File: config.mk
export PLATFORM = sky130hd
export DESIGN_NAME = tagged_url_rebuilder_core
export DESIGN_NICKNAME = d
export VERILOG_FILES = /design/src/hw/rtl/turb_pkg.sv /design/src/hw/rtl/turb_front.sv /design/src/hw/rtl/turb_queue.sv /design/src/hw/rtl/turb_back.sv /design/src/hw/rtl/tagged_url_rebuilder_core.sv
export SDC_FILE = /design/constraint.sdc
export NUM_CORES = 1
export LEC_CHECK = 0
export BUFFER_PORTS_ARGS = -buffer_cell sky130_fd_sc_hd__buf_2
export CORE_MARGIN = 8
export CORE_UTILIZATION = 25
export DETAILED_ROUTE_END_ITERATION = 16
export GPL_TIMING_DRIVEN = 0
export PLACE_DENSITY = 0.45
export SLEW_MARGIN = 20
export SYNTH_ARGS = -nofsm -noshare
export SYNTH_HDL_FRONTEND = slang
export SYNTH_HIERARCHICAL = 1
export SYNTH_SLANG_ARGS = --single-unit
File: constraint.sdc
create_clock -name clock -period 2.8 [get_ports clock]
set_input_delay 0.42 -clock clock [delete_from_list [all_inputs] [get_ports clock]]
set_output_delay 0.42 -clock clock [all_outputs]
set_load 0.05 [all_outputs]
File: src/hw/rtl/turb_pkg.sv
// Package for the tagged URL rebuilder: tag codes, component codes, the
// classified request record and queue status. No dependencies.

package turb_pkg;

   localparam int QUEUE_DEPTH = 2;

   localparam logic [7:0] URL_END       = 8'h00;
   localparam logic [7:0] MARK_USER     = 8'h11;
   localparam logic [7:0] MARK_PASSWORD = 8'h12;
   localparam logic [7:0] MARK_HOST     = 8'h13;
   localparam logic [7:0] MARK_PORT     = 8'h14;
   localparam logic [7:0] MARK_PATH     = 8'h15;
   localparam logic [7:0] MARK_QUERY    = 8'h16;
   localparam logic [7:0] MARK_FRAGMENT = 8'h17;
   localparam logic [7:0] MARK_SKIP     = 8'h18;

   localparam logic [7:0] CHAR_COLON = 8'h3A;
   localparam logic [7:0] CHAR_SLASH = 8'h2F;
   localparam logic [7:0] CHAR_QUEST = 8'h3F;
   localparam logic [7:0] CHAR_HASH  = 8'h23;
   localparam logic [7:0] CHAR_AT    = 8'h40;

   localparam logic [2:0] COMP_SCHEME   = 3'd0;
   localparam logic [2:0] COMP_USER     = 3'd1;
   localparam logic [2:0] COMP_PASSWORD = 3'd2;
   localparam logic [2:0] COMP_HOST     = 3'd3;

   localparam logic [3:0][7:0] LEAD_CHAR = {CHAR_HASH, CHAR_QUEST, CHAR_SLASH, CHAR_COLON};

   typedef struct packed {
      logic [1:0]      count;
      logic [2:0][7:0] text;
   } rec_type;

   typedef struct packed {
      logic full;
      logic empty;
   } q_status_type;

endpackage

File: src/hw/rtl/turb_front.sv
// Front end: accepts tagged bytes, tracks the URL component and turns each
// request into a record of up to three output bytes. Uses turb_pkg.

module turb_front
   import turb_pkg::*;
(
   input  logic         clock,
   input  logic         reset,
   input  logic         req_valid,
   output logic         req_stall,
   input  logic [7:0]   req_tagged_byte,
   input  q_status_type q_status,
   output logic         push,
   output rec_type      push_rec
);

   logic [2:0] comp_ff;
   logic [2:0] comp_in;
   logic       accept;
   rec_type    rec;

   assign req_stall = q_status.full;
   assign accept    = req_valid & ~q_status.full;

   always_comb begin
      rec     = '0;
      comp_in = comp_ff;
      unique case (req_tagged_byte) inside
         URL_END: begin
            rec.count   = 2'd1;
            rec.text[0] = URL_END;
            comp_in     = COMP_SCHEME;
         end
         MARK_SKIP: begin
            rec.count = 2'd0;
         end
         MARK_USER: begin
            rec.count = 2'd3;
            rec.text  = {CHAR_SLASH, CHAR_SLASH, CHAR_COLON};
            comp_in   = COMP_USER;
         end
         MARK_PASSWORD: begin
            rec.count   = 2'd1;
            rec.text[0] = CHAR_COLON;
            comp_in     = COMP_PASSWORD;
         end
         MARK_HOST: begin
            if (comp_ff == COMP_SCHEME) begin
               rec.count = 2'd3;
               rec.text  = {CHAR_SLASH, CHAR_SLASH, CHAR_COLON};
            end else begin
               rec.count   = 2'd1;
               rec.text[0] = CHAR_AT;
            end
            comp_in = COMP_HOST;
         end
         MARK_PORT, MARK_PATH, MARK_QUERY, MARK_FRAGMENT: begin
            if (comp_ff == COMP_SCHEME) begin
               rec.count   = 2'd2;
               rec.text[0] = CHAR_COLON;
               rec.text[1] = LEAD_CHAR[req_tagged_byte[1:0]];
            end else if (comp_ff == COMP_USER || comp_ff == COMP_PASSWORD) begin
               rec.count   = 2'd2;
               rec.text[0] = CHAR_AT;
               rec.text[1] = LEAD_CHAR[req_tagged_byte[1:0]];
            end else begin
               rec.count   = 2'd1;
               rec.text[0] = LEAD_CHAR[req_tagged_byte[1:0]];
            end
            comp_in = req_tagged_byte[2:0];
         end
         default: begin
            rec.count   = 2'd1;
            rec.text[0] = req_tagged_byte;
         end
      endcase
   end

   assign push     = accept & (rec.count != 2'd0);
   assign push_rec = rec;

   always_ff @(posedge clock) begin
      if (reset) begin
         comp_ff <= COMP_SCHEME;
      end else if (accept) begin
         comp_ff <= comp_in;
      end
   end

endmodule

File: src/hw/rtl/turb_queue.sv
// Short FIFO of classified records between front and back end.
// Uses turb_pkg for the record and status types.

module turb_queue
   import turb_pkg::*;
#(
   parameter int DEPTH = QUEUE_DEPTH
)
(
   input  logic         clock,
   input  logic         reset,
   input  logic         push,
   input  rec_type      push_rec,
   input  logic         pop,
   output rec_type      pop_rec,
   output q_status_type q_status
);

   localparam int PTR_W = (DEPTH > 1) ? $clog2(DEPTH) : 1;
   localparam int CNT_W = $clog2(DEPTH + 1);
   localparam logic [PTR_W-1:0] LAST_PTR = PTR_W'(DEPTH - 1);
   localparam logic [CNT_W-1:0] FULL_CNT = CNT_W'(DEPTH);

   rec_type          mem_ff [DEPTH];
   logic [PTR_W-1:0] wr_ptr_ff;
   logic [PTR_W-1:0] wr_ptr_in;
   logic [PTR_W-1:0] rd_ptr_ff;
   logic [PTR_W-1:0] rd_ptr_in;
   logic [CNT_W-1:0] cnt_ff;
   logic [CNT_W-1:0] cnt_in;

   assign q_status.full  = (cnt_ff == FULL_CNT);
   assign q_status.empty = (cnt_ff == '0);
   assign pop_rec        = mem_ff[rd_ptr_ff];

   always_comb begin
      wr_ptr_in = wr_ptr_ff;
      rd_ptr_in = rd_ptr_ff;
      cnt_in    = cnt_ff;
      if (push) begin
         wr_ptr_in = (wr_ptr_ff == LAST_PTR) ? '0 : wr_ptr_ff + 1'b1;
      end
      if (pop) begin
         rd_ptr_in = (rd_ptr_ff == LAST_PTR) ? '0 : rd_ptr_ff + 1'b1;
      end
      if (push & ~pop) begin
         cnt_in = cnt_ff + 1'b1;
      end else if (pop & ~push) begin
         cnt_in = cnt_ff - 1'b1;
      end
   end

   always_ff @(posedge clock) begin
      if (push) begin
         mem_ff[wr_ptr_ff] <= push_rec;
      end
   end

   always_ff @(posedge clock) begin
      if (reset) begin
         wr_ptr_ff <= '0;
         rd_ptr_ff <= '0;
         cnt_ff    <= '0;
      end else begin
         wr_ptr_ff <= wr_ptr_in;
         rd_ptr_ff <= rd_ptr_in;
         cnt_ff    <= cnt_in;
      end
   end

endmodule

File: src/hw/rtl/turb_back.sv
// Back end: takes records from the queue and sends their bytes one per
// cycle while rsp_stall is low, through a registered response stage. Uses turb_pkg.

module turb_back
   import turb_pkg::*;
(
   input  logic         clock,
   input  logic         reset,
   input  q_status_type q_status,
   input  rec_type      pop_rec,
   output logic         pop,
   output logic         rsp_valid,
   input  logic         rsp_stall,
   output logic [7:0]   rsp_url_byte,
   output logic         rsp_run_end
);

   rec_type    hold_ff;
   logic       busy_ff;
   logic       busy_in;
   logic [1:0] idx_ff;
   logic [1:0] idx_in;
   logic       rsp_valid_ff;
   logic [7:0] rsp_url_byte_ff;
   logic       rsp_run_end_ff;
   logic       out_free;
   logic       last;

   assign out_free = ~rsp_valid_ff | ~rsp_stall;
   assign last     = (idx_ff == hold_ff.count - 2'd1);
   assign pop      = ~q_status.empty & (~busy_ff | (out_free & last));

   always_comb begin
      busy_in = busy_ff;
      idx_in  = idx_ff;
      if (pop) begin
         busy_in = 1'b1;
         idx_in  = '0;
      end else if (out_free & busy_ff) begin
         idx_in = idx_ff + 2'd1;
         if (last) begin
            busy_in = 1'b0;
         end
      end
   end

   always_ff @(posedge clock) begin
      if (pop) begin
         hold_ff <= pop_rec;
      end
      if (out_free & busy_ff) begin
         rsp_url_byte_ff <= hold_ff.text[idx_ff];
         rsp_run_end_ff  <= last;
      end
   end

   always_ff @(posedge clock) begin
      if (reset) begin
         busy_ff      <= 1'b0;
         idx_ff       <= '0;
         rsp_valid_ff <= 1'b0;
      end else begin
         busy_ff <= busy_in;
         idx_ff  <= idx_in;
         if (out_free) begin
            rsp_valid_ff <= busy_ff;
         end
      end
   end

   assign rsp_valid    = rsp_valid_ff;
   assign rsp_url_byte = rsp_url_byte_ff;
   assign rsp_run_end  = rsp_run_end_ff;

endmodule

File: src/hw/rtl/tagged_url_rebuilder_core.sv
// Tagged URL rebuilder top level: front end, record queue and back end.
// Depends on turb_pkg, turb_front, turb_queue and turb_back.
//
// Usage:
//   Request channel (req_valid, req_stall, req_tagged_byte) takes one tagged
//   URL byte per request. Tags 0x11..0x17 become URL delimiters, 0x18 is
//   dropped, 0x00 ends the URL, any other byte is copied.
//   Response channel (rsp_valid, rsp_stall, rsp_url_byte, rsp_run_end)
//   gives zero to three bytes per request; rsp_run_end marks the last byte
//   of each request.
//   A request's bytes pass through the record queue, the back end's hold
//   register and the response register.
//   Throughput: the single byte-wide response register sends one byte per
//   cycle while rsp_stall is low; a request produces 1 to 3 bytes, and
//   skip tags produce no response byte. Requests are accepted every cycle
//   while the record queue has room.
//   Reset clears the component state to scheme and empties the queue and
//   the response register.
//   While rsp_stall is high the response holds; the queue fills and then
//   req_stall rises.

module tagged_url_rebuilder_core
   import turb_pkg::*;
#(
   parameter int QueueDepth = QUEUE_DEPTH
)
(
   input  logic       clock,
   input  logic       reset,
   input  logic       req_valid,
   output logic       req_stall,
   input  logic [7:0] req_tagged_byte,
   output logic       rsp_valid,
   input  logic       rsp_stall,
   output logic [7:0] rsp_url_byte,
   output logic       rsp_run_end
);

   q_status_type q_status;
   logic         push;
   logic         pop;
   rec_type      push_rec;
   rec_type      pop_rec;

   turb_front u_front (
      .clock           (clock),
      .reset           (reset),
      .req_valid       (req_valid),
      .req_stall       (req_stall),
      .req_tagged_byte (req_tagged_byte),
      .q_status        (q_status),
      .push            (push),
      .push_rec        (push_rec)
   );

   turb_queue #(
      .DEPTH (QueueDepth)
   ) u_queue (
      .clock    (clock),
      .reset    (reset),
      .push     (push),
      .push_rec (push_rec),
      .pop      (pop),
      .pop_rec  (pop_rec),
      .q_status (q_status)
   );

   turb_back u_back (
      .clock        (clock),
      .reset        (reset),
      .q_status     (q_status),
      .pop_rec      (pop_rec),
      .pop          (pop),
      .rsp_valid    (rsp_valid),
      .rsp_stall    (rsp_stall),
      .rsp_url_byte (rsp_url_byte),
      .rsp_run_end  (rsp_run_end)
   );

endmodule

### Word level (Yosys, flattened, before mapping)

Memories as Yosys holds them, arrays and structs flattened. A register that Yosys moved wholly into a read port is not among the register bits.
Index checks and enable logic that the tools add are counted.

* memories kept: 1
* register bits after elaboration: 28
* latch bits: 0
* ROM bits: 0
* logic and storage cells: 88
* memory bits (writable): 48

* reductions and logical operators: 15
* mux-type cells: 26
* bitwise logic cells: 16
* shift operators: 0
* equal/unequal tests: 12
* magnitude comparators: 2
* multiply operators: 0
* div/mod/pow operators: 0
* add/sub/neg operators: 6

Memory list
* u_queue.mem_ff: depth 2, bits a word 24, rd ports 1, clocked after memory_dff 1, write ports 1, line turb_queue.sv:24 `rec_type mem_ff [DEPTH];`

Operators with widths (number)
* 8-bit by 5-bit equality test with 1-bit output, second input constant: 8
* 8-bit binary-select mux with 2-bit select: 2
* 8-bit two-way mux: 4
* 8-bit case mux with 4 select lines: 1
* 8-bit case mux with 3 select lines: 1
* 16-bit two-way mux: 1
* 3-bit case mux with 5 select lines: 1
* 14-bit two-way mux: 1
* 6-bit case mux with 2 select lines: 1
* 2-bit two-way mux: 5
* 8-bit logical NOT: 1
* 2-bit case mux with 4 select lines: 1
* 2-bit nonzero test: 4
* 1-bit bitwise AND: 7
* 1-bit two-way mux: 7
* 7-bit two-way mux: 1
* 1-bit inverter: 7
* 2-bit by 3-bit < comparator with 1-bit output, second input constant: 2
* 2-bit OR reduction: 3
* 5-bit nonzero test: 1
* 2-bit by 1-bit adder with 2-bit output, second input constant: 2
* 2-bit AND reduction: 2
* 4-bit OR reduction: 1
* 2-bit by 1-bit subtractor with 2-bit output, second input constant: 2
* other kinds (9): 11

### Longest topological paths before layout

Gate-level depths: netlist (run 1).

* depth after elaboration: 11
* mapped depth: 9

### Cells and area by module

The synthesis (run 1) kept the hierarchy.

Modules (own cells, without submodules)
* turb_queue: cells an instance 103, sequential area each 1661.6 µm², instances 1, area an instance 2082.0 µm²
* turb_back: cells an instance 88, sequential area each 1131.1 µm², instances 1, area an instance 1455.1 µm²
* turb_front: cells an instance 90, sequential area each 60.1 µm², instances 1, area an instance 706.9 µm²

### Least setup slack after synthesis (run 1)

OpenSTA, ideal clock, no wires.

* kind: input-to-reg
* start point: input req_tagged_byte[0]
* end point: memory u_queue/mem_ff[0][0] in the netlist's numbering (enable)
* stages: 5
* path slack: 0 ps
* required time: 2388 ps
* setup time: 412 ps
* arrival time: 2388 ps
* path through: inv_1 ha_1 and4b_1 nor2_1 nor2b_1

* cells in the longest elaborated chain, start to end: 7
* elaborated cells between the ends (all ways): 13
* classes of those cells: 7 x eq/ne; 3 x mux; 1 x bitwise; 2 x reduce/logical

RTL lines
* from (decl): line tagged_url_rebuilder_core.sv:32 `input logic [7:0] req_tagged_byte,`
* 8-bit by 5-bit equality test with 1-bit output (no line)
* 4-bit OR reduction: line turb_front.sv:28 `unique case (req_tagged_byte) inside`
* 2-bit case mux with 4 select lines *: line turb_front.sv:28
* 2-bit nonzero test *: line turb_front.sv:79 `assign push = accept & (rec.count != 2'd0);`
* 1-bit bitwise AND *: line turb_front.sv:79
* net push: line tagged_url_rebuilder_core.sv:40 `logic push;`
* 1-bit two-way mux *: line turb_queue.sv:54 `if (push) begin`
* 1-bit two-way mux (implied by the code) *: line turb_queue.sv:55 `mem_ff[wr_ptr_ff] <= push_rec;`
* to (decl): line turb_queue.sv:24

The timed path passes the listed nets; every way through them passes the cells marked *.

### Worst setup path after layout (run 1)

* start point: register u_back/hold_ff[25] (netlist name)
* end point: register u_queue.cnt_ff[1]

* cells in the longest elaborated chain, start to end: 8
* elaborated cells between the ends (all ways): 10
* classes of those cells: 1 x add/sub; 1 x eq/ne; 1 x mux; 6 x bitwise; 1 x reduce/logical

RTL lines
* 2-bit by 1-bit subtractor with 2-bit output *: line turb_back.sv:30 `assign last = (idx_ff == hold_ff.count - 2'd1);`
* 2-bit equality test *: line turb_back.sv:30
* 1-bit bitwise AND *: line turb_back.sv:31 `assign pop = ~q_status.empty & (~busy_ff | (out_free & last));`
* 1-bit bitwise OR *: line turb_back.sv:31
* 1-bit bitwise AND *: line turb_back.sv:31
* net pop: line tagged_url_rebuilder_core.sv:41 `logic pop;`
* 1-bit inverter: line turb_queue.sv:46 `if (push & ~pop) begin`
* 1-bit bitwise AND: line turb_queue.sv:46
* 2-bit two-way mux / 2-bit nonzero test (equally long branches)
* to (signal assigned): line turb_queue.sv:67 `cnt_ff <= cnt_in;`
* to (decl): line turb_queue.sv:29 `logic [CNT_W-1:0] cnt_ff;`

Marked as above.
A chain may end at the register's enable or synchronous reset.

==> impl_metrics.env, run 1 <==
export IMPL_num_vias=2248
export IMPL_ys_seq_elements=99
export IMPL_first_global_vias=2364
export IMPL_finalCriticalPeriod_ns=2.507
export IMPL_dp_cells=527
export IMPL_cap_violations=0
export IMPL_start_util_pct=25.59
export IMPL_synthFlopType="edfxtp_1"
export IMPL_diodes=0
export IMPL_worst_slack_ns=0.2925
export IMPL_relSlewSlack_pct=54.08
export IMPL_track_usage_pct=7.677
export IMPL_cts_buffer_depth=2
export IMPL_worstMarginPinSlew_ns=0.6888
export IMPL_min_path_type="in -> reg"
export IMPL_area_growth_syn_to_layout_pct=16.66
export IMPL_place_ws_ns=0.08984
export IMPL_io_pins=23
export IMPL_dr_first_iter_drc_count=191
export IMPL_period_share_pct=89.55
export IMPL_fp_dieW_um=146.3
export IMPL_io_buffers=21
export IMPL_synth_area_mm2=0.004244
export IMPL_critical_path_class="reg -> reg"
export IMPL_die_area_mm2=0.02140
export IMPL_drc_errors=0
export IMPL_critPathMaxFanout=28
export IMPL_clk_latency_ns=0.34
export IMPL_cp_required_ns=3.07
export IMPL_seq_area_frac_synth_pct=67.22
export IMPL_power_density_mw_per_mm2=930.1
export IMPL_antenna_left=0
export IMPL_p_total_mw=4.605
export IMPL_grt_max_degree=29
export IMPL_final_cells=541
export IMPL_gp_congestion=0.7742
export IMPL_fin_area_mm2=0.004951
export IMPL_overflow=0
export IMPL_critPathLaunchType="register"
export IMPL_fin_skew_ns=0.005286
export IMPL_hold_viol_final=0
export IMPL_postCtsHoldBufs=0
export IMPL_rows=47
export IMPL_htree_levels=3
export IMPL_rsz0062_at_grt="no"
export IMPL_setup_viol=0
export IMPL_synth_distinct_cells=52
export IMPL_cp_arrival_ns=2.77
export IMPL_endpoint_kind="register"
export IMPL_drive_gt1_share_pct=29.28
export IMPL_wl_um=7676
export IMPL_met1_usage_pct=9.597
export IMPL_grt_first_pass_wirelength_um=12760
export IMPL_first_pass_iters=4
export IMPL_cts_sinks=99
export IMPL_use_met3_pct=2.287
export IMPL_core_area_mm2=0.01658
export IMPL_dpl_cell_area_mm2=0.004677
export IMPL_p_leak_nw=1.761
export IMPL_cts_buffers=9
export IMPL_nFillCells=1712
export IMPL_synth_edf_count=87
export IMPL_clkTransAtPathRegs_ns=0.06
export IMPL_multi_input_area_mm2=0.001259
export IMPL_vdd_ir_drop_worst_uv=313.4
export IMPL_maxSlewViolCount=0
export IMPL_utilization_pct=29.86
export IMPL_postSynthAreaPerCell_um2=15.10
export IMPL_die_h_um=146.3
export IMPL_antenna_found_initial=0
export IMPL_max_freq_mhz=398.8
export IMPL_root_buffer="clkbuf_16"
export IMPL_met2_usage_pct=11.53
export IMPL_status="finished, final reports clean"
export IMPL_nNetsFinal=337
export IMPL_dp_hpwl_um=5275
export IMPL_wl_per_cell_um=14.19
export IMPL_postSynthCellCount=281
export IMPL_routed_via_density=4.155
export IMPL_ys_warnings_count=6
export IMPL_top_usage_layer="met2"
export IMPL_regArea_mm2=0.002853
export IMPL_cts_tree="done"
export IMPL_synth_async_reset_ratio_pct=0
## placed cells by master (no fill, tap or decap), types with 6 or more instances in the layout
| cell type | instances |
|---|---|
| a21oi_1 | 6 |
| buf_2 | 25 |
| buf_4 | 13 |
| clkbuf_16 | 9 |
| dfxtp_1 | 12 |
| edfxtp_1 | 87 |
| ha_1 | 7 |
| inv_1 | 7 |
| mux2_2 | 26 |
| mux2i_1 | 8 |
| nand2_1 | 12 |
| nor2_1 | 15 |
| o21ai_0 | 11 |
## through the flow
| step | hold WS, ns | setup TNS [ns] |
|---|---|---|
| 2_1_floorplan | 0.4614 | 0 |
| 3_3_place_gp | 0.4771 | -38.69 |
| 3_5_place_dp | 0.5012 | 0 |
| 4_1_cts | 0.4287 | 0 |
| 5_1_grt | 0.4356 | 0 |
| 6_report | 0.4409 | 0 |
## final cells by class
| cell class | count | share of cell area (%) |
|---|---|---|
| repair buffers | 22 | 2.679 |
| flip-flops and latches | 99 | 57.62 |
| clock buffers | 10 | 4.625 |
| well taps | 220 | 5.560 |
| plain buffers | 19 | 2.679 |
| clock inverters | 4 | 0.8845 |
| inverters | 7 | 0.5307 |
| multi-input cells | 160 | 25.42 |
## power by group
part	switching, mW	leakage (nW)	internal, mW
Clock	0.485	0.136	0.676
Sequential	0.122	0.917	2.16
Combinational	0.738	0.708	0.428
## logic make-up (layout without fill, tap and decap cells)
kind of cell | Yosys count | after routing | share of synthesized area, %
flip-flops | 99 | 99 | 67.22
AND/OR/NAND/NOR | 68 | 68 | 9.846
AO/OA/AOI/OAI | 37 | 37 | 6.191
multiplexers | 36 | 36 | 9.404
buffers and inverters | 26 | 62 | 3.744
adder cells (fa/ha/maj) | 7 | 7 | 2.064
XOR/XNOR | 7 | 7 | 1.445
other | 1 | 5 | 0.08836
## synth_stat cells (all sizes together) (4+ instances only)
cell      n  share of area (%)
edfxtp   87                 62
mux2     28                7.5
buf      18                3.0
nor2     15                1.3
dfxtp    12                5.7
nand2    12                1.1
o21ai    12                1.5
mux2i     8                1.9
a21oi     7               0.91
ha        7                2.1
inv       7               0.62
nor2b     5               0.74
o2111ai   5                1.2
nand2b    4               0.59
nand3     4               0.59
nand4     4               0.59
nand4b    4               0.83
nor3      4               0.59
xnor2     4               0.83
## path summary, 6_finish.rpt
check                           cells after the start  slack (ns)                           start                              to
worst max-delay path                                8        0.29    u_back/hold_ff[25]$_DFFE_PP_  u_queue/cnt_ff[1]$_SDFFE_PP0P_
worst min-delay path                                2        0.44                           reset   u_back/rsp_valid$_SDFFE_PP0N_
worst max register to register                      8        0.29    u_back/hold_ff[25]$_DFFE_PP_  u_queue/cnt_ff[1]$_SDFFE_PP0P_
worst min register to register                      2        0.50  u_queue/cnt_ff[1]$_SDFFE_PP0P_  u_queue/cnt_ff[1]$_SDFFE_PP0P_
## worst max-delay path: stages (launching register included)
cell and delay [ns]:
edfxtp_1 0.38, xnor2_1 0.20, mux2_4 0.35, o21ai_2 0.14, and2b_4 0.46, inv_1 0.09, ha_1 0.33, or3_1 0.35
a21oi_1 0.14
## sequential cells by signal, indices dropped and copies added (netlist names), named ones only
| name | count |
|---|---|
| u_back/rsp_valid | 1 |
| u_back/busy_ff | 1 |
| u_queue/rd_ptr_ff | 1 |
| u_front/comp_ff | 3 |
| u_back/rsp_run_end | 1 |
| u_queue/cnt_ff | 2 |
| u_back/idx_ff | 2 |
| u_queue/mem_ff | 52 |
| u_back/hold_ff | 26 |
| u_back/rsp_url_byte | 8 |
| u_queue/wr_ptr_ff | 1 |
## what timing repair did
action,CTS,global route
endpoints found under the hold margin,0,0
resized for setup,0,1
buffers inserted,0,0
endpoints found under the setup margin,0,1
## layer usage
| layer | vias up | share of wire [%] |
|---|---|---|
| met4 | 0 | 2.4 |
| met3 | 13 | 4.1 |
| met5 | - | 0 |
| met2 | 35 | 46 |
| li1 | 1119 | - |
| met1 | 1081 | 48 |
Power figures use the tool's default switching activity.
==> inputs of run 2 (changes only) <==
CORE_UTILIZATION = 56   (was 25)
PLACE_DENSITY = 0.81   (was 0.45)
==> run 2 against run 1 <==
Fmax fell by 1.0%. Clock-buffer cell count shrank 1. Flip-flop and latch count unchanged. Clock power decreased by 21%.
==> impl_metrics.env, run 2 (synthesis results as in run 1) <==
export IMPL_vdd_ir_drop_worst_uv=339.6
export IMPL_clk_latency_ns=0.36
export IMPL_multi_input_area_mm2=0.001259
export IMPL_max_freq_mhz=394.8
export IMPL_whs_path_depth=2
export IMPL_htree_levels=3
export IMPL_grt_max_degree=29
export IMPL_period_share_pct=90.46
export IMPL_rows=31
export IMPL_fin_skew_ns=0.01406
export IMPL_cts_sinks=99
export IMPL_status="finished, final reports clean"
export IMPL_io_buffers=21
export IMPL_postCtsResizedCells=1
export IMPL_dp_hpwl_um=4753
export IMPL_power_combinational_fraction_pct=26.2
export IMPL_wl_um=6956
export IMPL_rsz0062_at_grt="no"
export IMPL_diodes=0
export IMPL_gp_congestion=0.8722
export IMPL_io_pins=23
export IMPL_cp_slowest_stage_delay_ns=0.45
export IMPL_cp_required_ns=3.09
export IMPL_largest_reg_flops=52
export IMPL_cap_violations=0
export IMPL_num_vias=2296
export IMPL_regArea_mm2=0.002853
export IMPL_clkTransAtPathRegs_ns=0.10
export IMPL_p_seq_share_pct=52.6
export IMPL_cts_buffers=9
export IMPL_relSlewSlack_pct=46.46
export IMPL_nNetsFinal=336
export IMPL_overflow=0
export IMPL_hold_viol_final=0
export IMPL_p_sw_mw=1.351
export IMPL_worstMarginPinSlew_ns=0.8015
export IMPL_cts_tree="done"
export IMPL_postCtsHoldBufs=0
export IMPL_drc_errors=0
export IMPL_setup_viol=0
export IMPL_core_area_mm2=0.007292
export IMPL_reg2regPathDepth=8
export IMPL_power_frac_clock_pct=21.2
export IMPL_finalCriticalPeriod_ns=2.533
export IMPL_drive_gt1_share_pct=30.12
export IMPL_root_buffer="clkbuf_8"
export IMPL_place_ws_ns=-0.3244
export IMPL_antenna_found_initial=0
export IMPL_first_global_vias=2325
export IMPL_worst_slack_ns=0.2671
export IMPL_grt_first_pass_wirelength_um=11270
export IMPL_die_area_mm2=0.01062
export IMPL_power_density_mw_per_mm2=922.9
export IMPL_route_top_layer_used="met4"
export IMPL_p_leak_nw=1.715
export IMPL_cpMaxStageDelayCell="and2b_4"
export IMPL_area_growth_syn_to_layout_pct=10.82
export IMPL_drt_met1_wl_um=3100
export IMPL_whs_ns=0.4037
export IMPL_critical_path_class="reg -> reg"
export IMPL_maxSlewViolCount=0
export IMPL_track_usage_pct=14.14
export IMPL_nFillCells=549
export IMPL_critPathMaxFanout=28
export IMPL_die_h_um=103.1
export IMPL_layout_common_cells="edfxtp_1 (87), mux2_2 (26), buf_2 (25)"
export IMPL_fp_dieW_um=103.1
export IMPL_min_path_type="in -> reg"
export IMPL_path_cells="xnor2_1, mux2_4, o21ai_2, and2b_4, inv_1, ha_1, or3_1, a21oi_1"
export IMPL_cp_arrival_ns=2.83
export IMPL_antenna_left=0
export IMPL_regMostFlops="u_queue/mem_ff"
export IMPL_wl_per_cell_um=16.52
export IMPL_dr_first_iter_drc_count=167
export IMPL_endpoint_kind="register"
export IMPL_cts_setup_buffers=0
export IMPL_p_int_mw=2.990
export IMPL_critPathLaunchType="register"
export IMPL_cts_buffer_depth=2
export IMPL_routed_via_density=5.454
export IMPL_wl_met2_um=3478
export IMPL_final_common_cell="edfxtp_1"
export IMPL_first_pass_iters=4
export IMPL_utilization_pct=64.50
export IMPL_p_sw_share_pct=31.12
export IMPL_wl_met3_um=291
export IMPL_start_util_pct=58.20
-- run 2: worst paths after layout --
kind,slack (ns),end,start
setup / recovery,0.27,u_queue/cnt_ff[1]$_SDFFE_PP0P_,u_back/hold_ff[25]$_DFFE_PP_
hold / removal,0.40,u_queue/wr_ptr_ff$_SDFFE_PP0P_,reset
hold reg to reg,0.53,register,u_queue/rd_ptr_ff$_SDFFE_PP0P_
setup reg to reg,0.27,u_queue/cnt_ff[1]$_SDFFE_PP0P_,u_back/hold_ff[25]$_DFFE_PP_
-- run 2: routing by layer --
layer	vias up	track usage (%)
met4	0	5.339
met1	1110	16.76
met5	-	0
li1	1125	-
met2	56	24.47
met3	5	3.174
-- run 2: power groups by stage --
| stage | Sequential [mW] | Clock, mW | Combinational (mW) |
|---|---|---|---|
| global route | 2.32 | 0.991 | 1.23 |
| finish | 2.28 | 0.921 | 1.14 |
| global placement | 2.30 | 0 | 1.09 |
| detailed placement | 2.33 | 0 | 1.13 |
| CTS | 2.29 | 0.949 | 1.14 |
| floorplan | 2.46 | 0 | 0.697 |
-- run 2: stage by stage --
stage / instances / instance area (µm²) / power, mW / setup TNS, ns
after floorplan: 285 / 4259 / 3.157 / 0
after global placement: 405 / 4488 / 3.396 / -26.01
after detailed placement: 405 / 4497 / 3.463 / -0.4304
after CTS: 421 / 4702 / 4.386 / 0
after global routing: 421 / 4703 / 4.548 / 0
final: 421 / 4703 / 4.340 / 0
-- run 2: cell type report --
| class | count | share of cell area, % |
|---|---|---|
| clock buffer | 9 | 2.634 |
| buffer | 19 | 2.820 |
| clock inverter | 7 | 1.703 |
| sequential | 99 | 60.65 |
| inverter | 7 | 0.5587 |
| tap | 99 | 2.634 |
| timing repair buffer | 21 | 2.235 |
| multi-input combinational | 160 | 26.76 |
-- run 2: worst max-delay path: cells and delay by family (launching register included) --
family / cells / cell delay, ns
adder cells (fa/ha/maj): 1 / 0.34
AO/OA/AOI/OAI: 2 / 0.27
XOR/XNOR: 1 / 0.20
AND/OR/NAND/NOR: 2 / 0.80
flip-flops: 1 / 0.39
buffers and inverters: 1 / 0.12
multiplexers: 1 / 0.35
==> inputs of run 3 (changes only) <==
CORE_UTILIZATION = 62   (was 56)
PLACE_DENSITY = 0.85   (was 0.81)
clock period = 2.4 ns   (was 2.8 ns; I/O delays follow)
==> run 3 against run 2 <==
Non-clock buffer count increased by 1. First-iteration DRC count decreased by 17%. Clock skew decreased by 0.0048 ns. Global-route usage increased by 1.4 points. Core utilization increased by 5.3 points. Fmax increased by 14%. Via count increased by 0.44%. Critical path depth unchanged. Cell count decreased by 4.3%. Sequential share of layout area increased by 0.21 points. Final area decreased by 0.35%. Critical endpoint unchanged. Largest power group unchanged.
==> impl_metrics.env, run 3 (synthesis results as in run 1) <==
export IMPL_status="finished, final reports clean"
export IMPL_wl_met3_um=293
export IMPL_p_sw_mw=1.575
export IMPL_antenna_found_initial=0
export IMPL_cts_sinks=99
export IMPL_cp_required_ns=2.69
export IMPL_largest_reg_flops=52
export IMPL_hold_viol_final=0
export IMPL_nFillCells=457
export IMPL_finalCriticalPeriod_ns=2.216
export IMPL_p_leak_nw=1.719
export IMPL_regMostFlops="u_queue/mem_ff"
export IMPL_cts_buffers=9
export IMPL_grt_first_pass_wirelength_um=11710
export IMPL_wl_per_cell_um=17.89
export IMPL_r2r_start="u_back/hold_ff[25]$_DFFE_PP_"
export IMPL_grt_max_degree=27
export IMPL_start_util_pct=63.17
export IMPL_drive_gt1_share_pct=30.03
export IMPL_min_path_type="in -> reg"
export IMPL_clkTransAtPathRegs_ns=0.09
export IMPL_htree_levels=3
export IMPL_reg2regPathDepth=8
export IMPL_vdd_ir_drop_worst_uv=605.3
export IMPL_core_area_mm2=0.006719
export IMPL_power_frac_clock_pct=20.2
export IMPL_fin_skew_ns=0.009289
export IMPL_dp_hpwl_um=4817
export IMPL_rows=30
export IMPL_die_h_um=98.74
export IMPL_first_pass_iters=4
export IMPL_endpoint_kind="register"
export IMPL_first_global_vias=2343
export IMPL_critical_path_endpoint="u_queue/cnt_ff[1]$_SDFFE_PP0P_"
export IMPL_wl_um=7209
export IMPL_fp_dieW_um=98.74
export IMPL_drc_errors=0
export IMPL_overflow=0
export IMPL_r2r_end="u_queue/cnt_ff[1]$_SDFFE_PP0P_"
export IMPL_p_sw_share_pct=31.08
export IMPL_fin_area_mm2=0.004687
export IMPL_rsz0062_at_grt="no"
export IMPL_nNetsFinal=338
export IMPL_route_top_layer_used="met4"
export IMPL_drt_met1_wl_um=3176
export IMPL_io_buffers=21
export IMPL_p_total_mw=5.065
export IMPL_worstMarginPinSlew_ns=0.7551
export IMPL_gp_congestion=0.9223
export IMPL_critical_path_class="reg -> reg"
export IMPL_die_area_mm2=0.009749
export IMPL_diodes=0
export IMPL_cap_violations=0
export IMPL_reg2reg_slack_ns=0.18
export IMPL_relSlewSlack_pct=49.55
export IMPL_p_int_mw=3.491
export IMPL_cp_startpoint="u_back/hold_ff[25]$_DFFE_PP_"
export IMPL_cts_buffer_depth=2
export IMPL_cp_arrival_ns=2.50
export IMPL_power_density_mw_per_mm2=1081
export IMPL_antenna_left=0
export IMPL_maxSlewViolCount=0
export IMPL_power_combinational_fraction_pct=27.0
export IMPL_area_growth_syn_to_layout_pct=10.44
export IMPL_whs_path_depth=2
export IMPL_track_usage_pct=15.57
export IMPL_critPathMaxFanout=3
export IMPL_clk_latency_ns=0.35
export IMPL_max_freq_mhz=451.2
export IMPL_root_buffer="clkbuf_8"
export IMPL_cts_tree="done"
export IMPL_dpl_cell_area_mm2=0.004474
export IMPL_routed_via_density=5.722
export IMPL_final_common_cell="edfxtp_1"
export IMPL_dr_first_iter_drc_count=138
export IMPL_num_vias=2306
export IMPL_critPathLaunchType="register"
export IMPL_period_share_pct=92.35
export IMPL_wl_met2_um=3636
export IMPL_io_pins=23
export IMPL_layout_common_cells="edfxtp_1 (87), mux2_2 (26), buf_2 (25)"
export IMPL_fin_setup_tns_ns=0
export IMPL_p_seq_share_pct=52.8
export IMPL_setup_viol=0
## run 3: cell count changes in the layout (fill, tap and decap cells not counted), sizes merged
cell    delta
buf        +1
inv        -3
clkinv     +2
and2b      +1
## run 3: area by class of cell
type	count	area, µm²	area share, %
clock buffers	9	123.9	2.643
inverters	7	26.28	0.5606
repair buffers	22	112.6	2.403
multi-input cells	161	1274	27.18
plain buffers	19	132.6	2.830
well taps	80	100.1	2.136
flip-flops and latches	99	2853	60.86
clock inverters	6	65.06	1.388
## run 3: power by group through the flow
stage	Clock, mW	Sequential [mW]	Combinational (mW)
final	1.02	2.67	1.37
after global placement	0	2.68	1.28
after CTS	1.04	2.68	1.37
after floorplan	0	2.87	0.817
after detailed placement	0	2.71	1.31
after global routing	1.09	2.73	1.48
## run 3: worst max-delay path: stages, from the launching register on
cell      delay [ns]
edfxtp_1        0.39
xnor2_1         0.20
mux2_4          0.36
o21ai_4         0.18
and2b_4         0.18
inv_1           0.04
ha_1            0.30
or3_1           0.36
a21oi_1         0.15
## run 3: routing by layer
metal	vias to the layer above	global-route usage, %
met5	-	0
met4	0	7.320
met3	11	3.524
met2	57	26.27
met1	1118	18.48
li1	1120	-
## run 3: worst min path at each step
| stage | from | endpoint | slack (ns) |
|---|---|---|---|
| after global routing | req_tagged_byte[5] | u_queue/mem_ff[1][5]$_DFFE_PP_ | 0.36 |
| final | req_tagged_byte[5] | u_queue/mem_ff[1][5]$_DFFE_PP_ | 0.36 |
| after CTS | req_tagged_byte[7] | u_queue/mem_ff[1][7]$_DFFE_PP_ | 0.35 |
| after detailed placement | u_queue/rd_ptr_ff$_SDFFE_PP0P_ | u_queue/rd_ptr_ff$_SDFFE_PP0P_ | 0.50 |
| after global placement | u_queue/cnt_ff[1]$_SDFFE_PP0P_ | u_queue/cnt_ff[1]$_SDFFE_PP0P_ | 0.48 |
| after floorplan | reset | u_back/busy_ff$_SDFFE_PP0P_ | 0.43 |
## run 3: repair_timing
item,in CTS,in global routing
hold buffers,0,0
setup buffers,1,0
gates resized for setup,1,1
cloned,1,0
endpoints found under the setup margin,2,1
## run 3: metrics by stage
step | worst slack, ns | hold slack, ns | cells | utilization (%)
final | 0.1837 | 0.3605 | 403 | 69.76
after CTS | 0.1450 | 0.3452 | 403 | 69.65
after floorplan | 0.02736 | 0.4291 | 285 | -
after global routing | 0.007137 | 0.3553 | 403 | 69.76
after global placement | -0.5699 | 0.4797 | 386 | 66.50
after detailed placement | -0.2671 | 0.5048 | 386 | 66.59
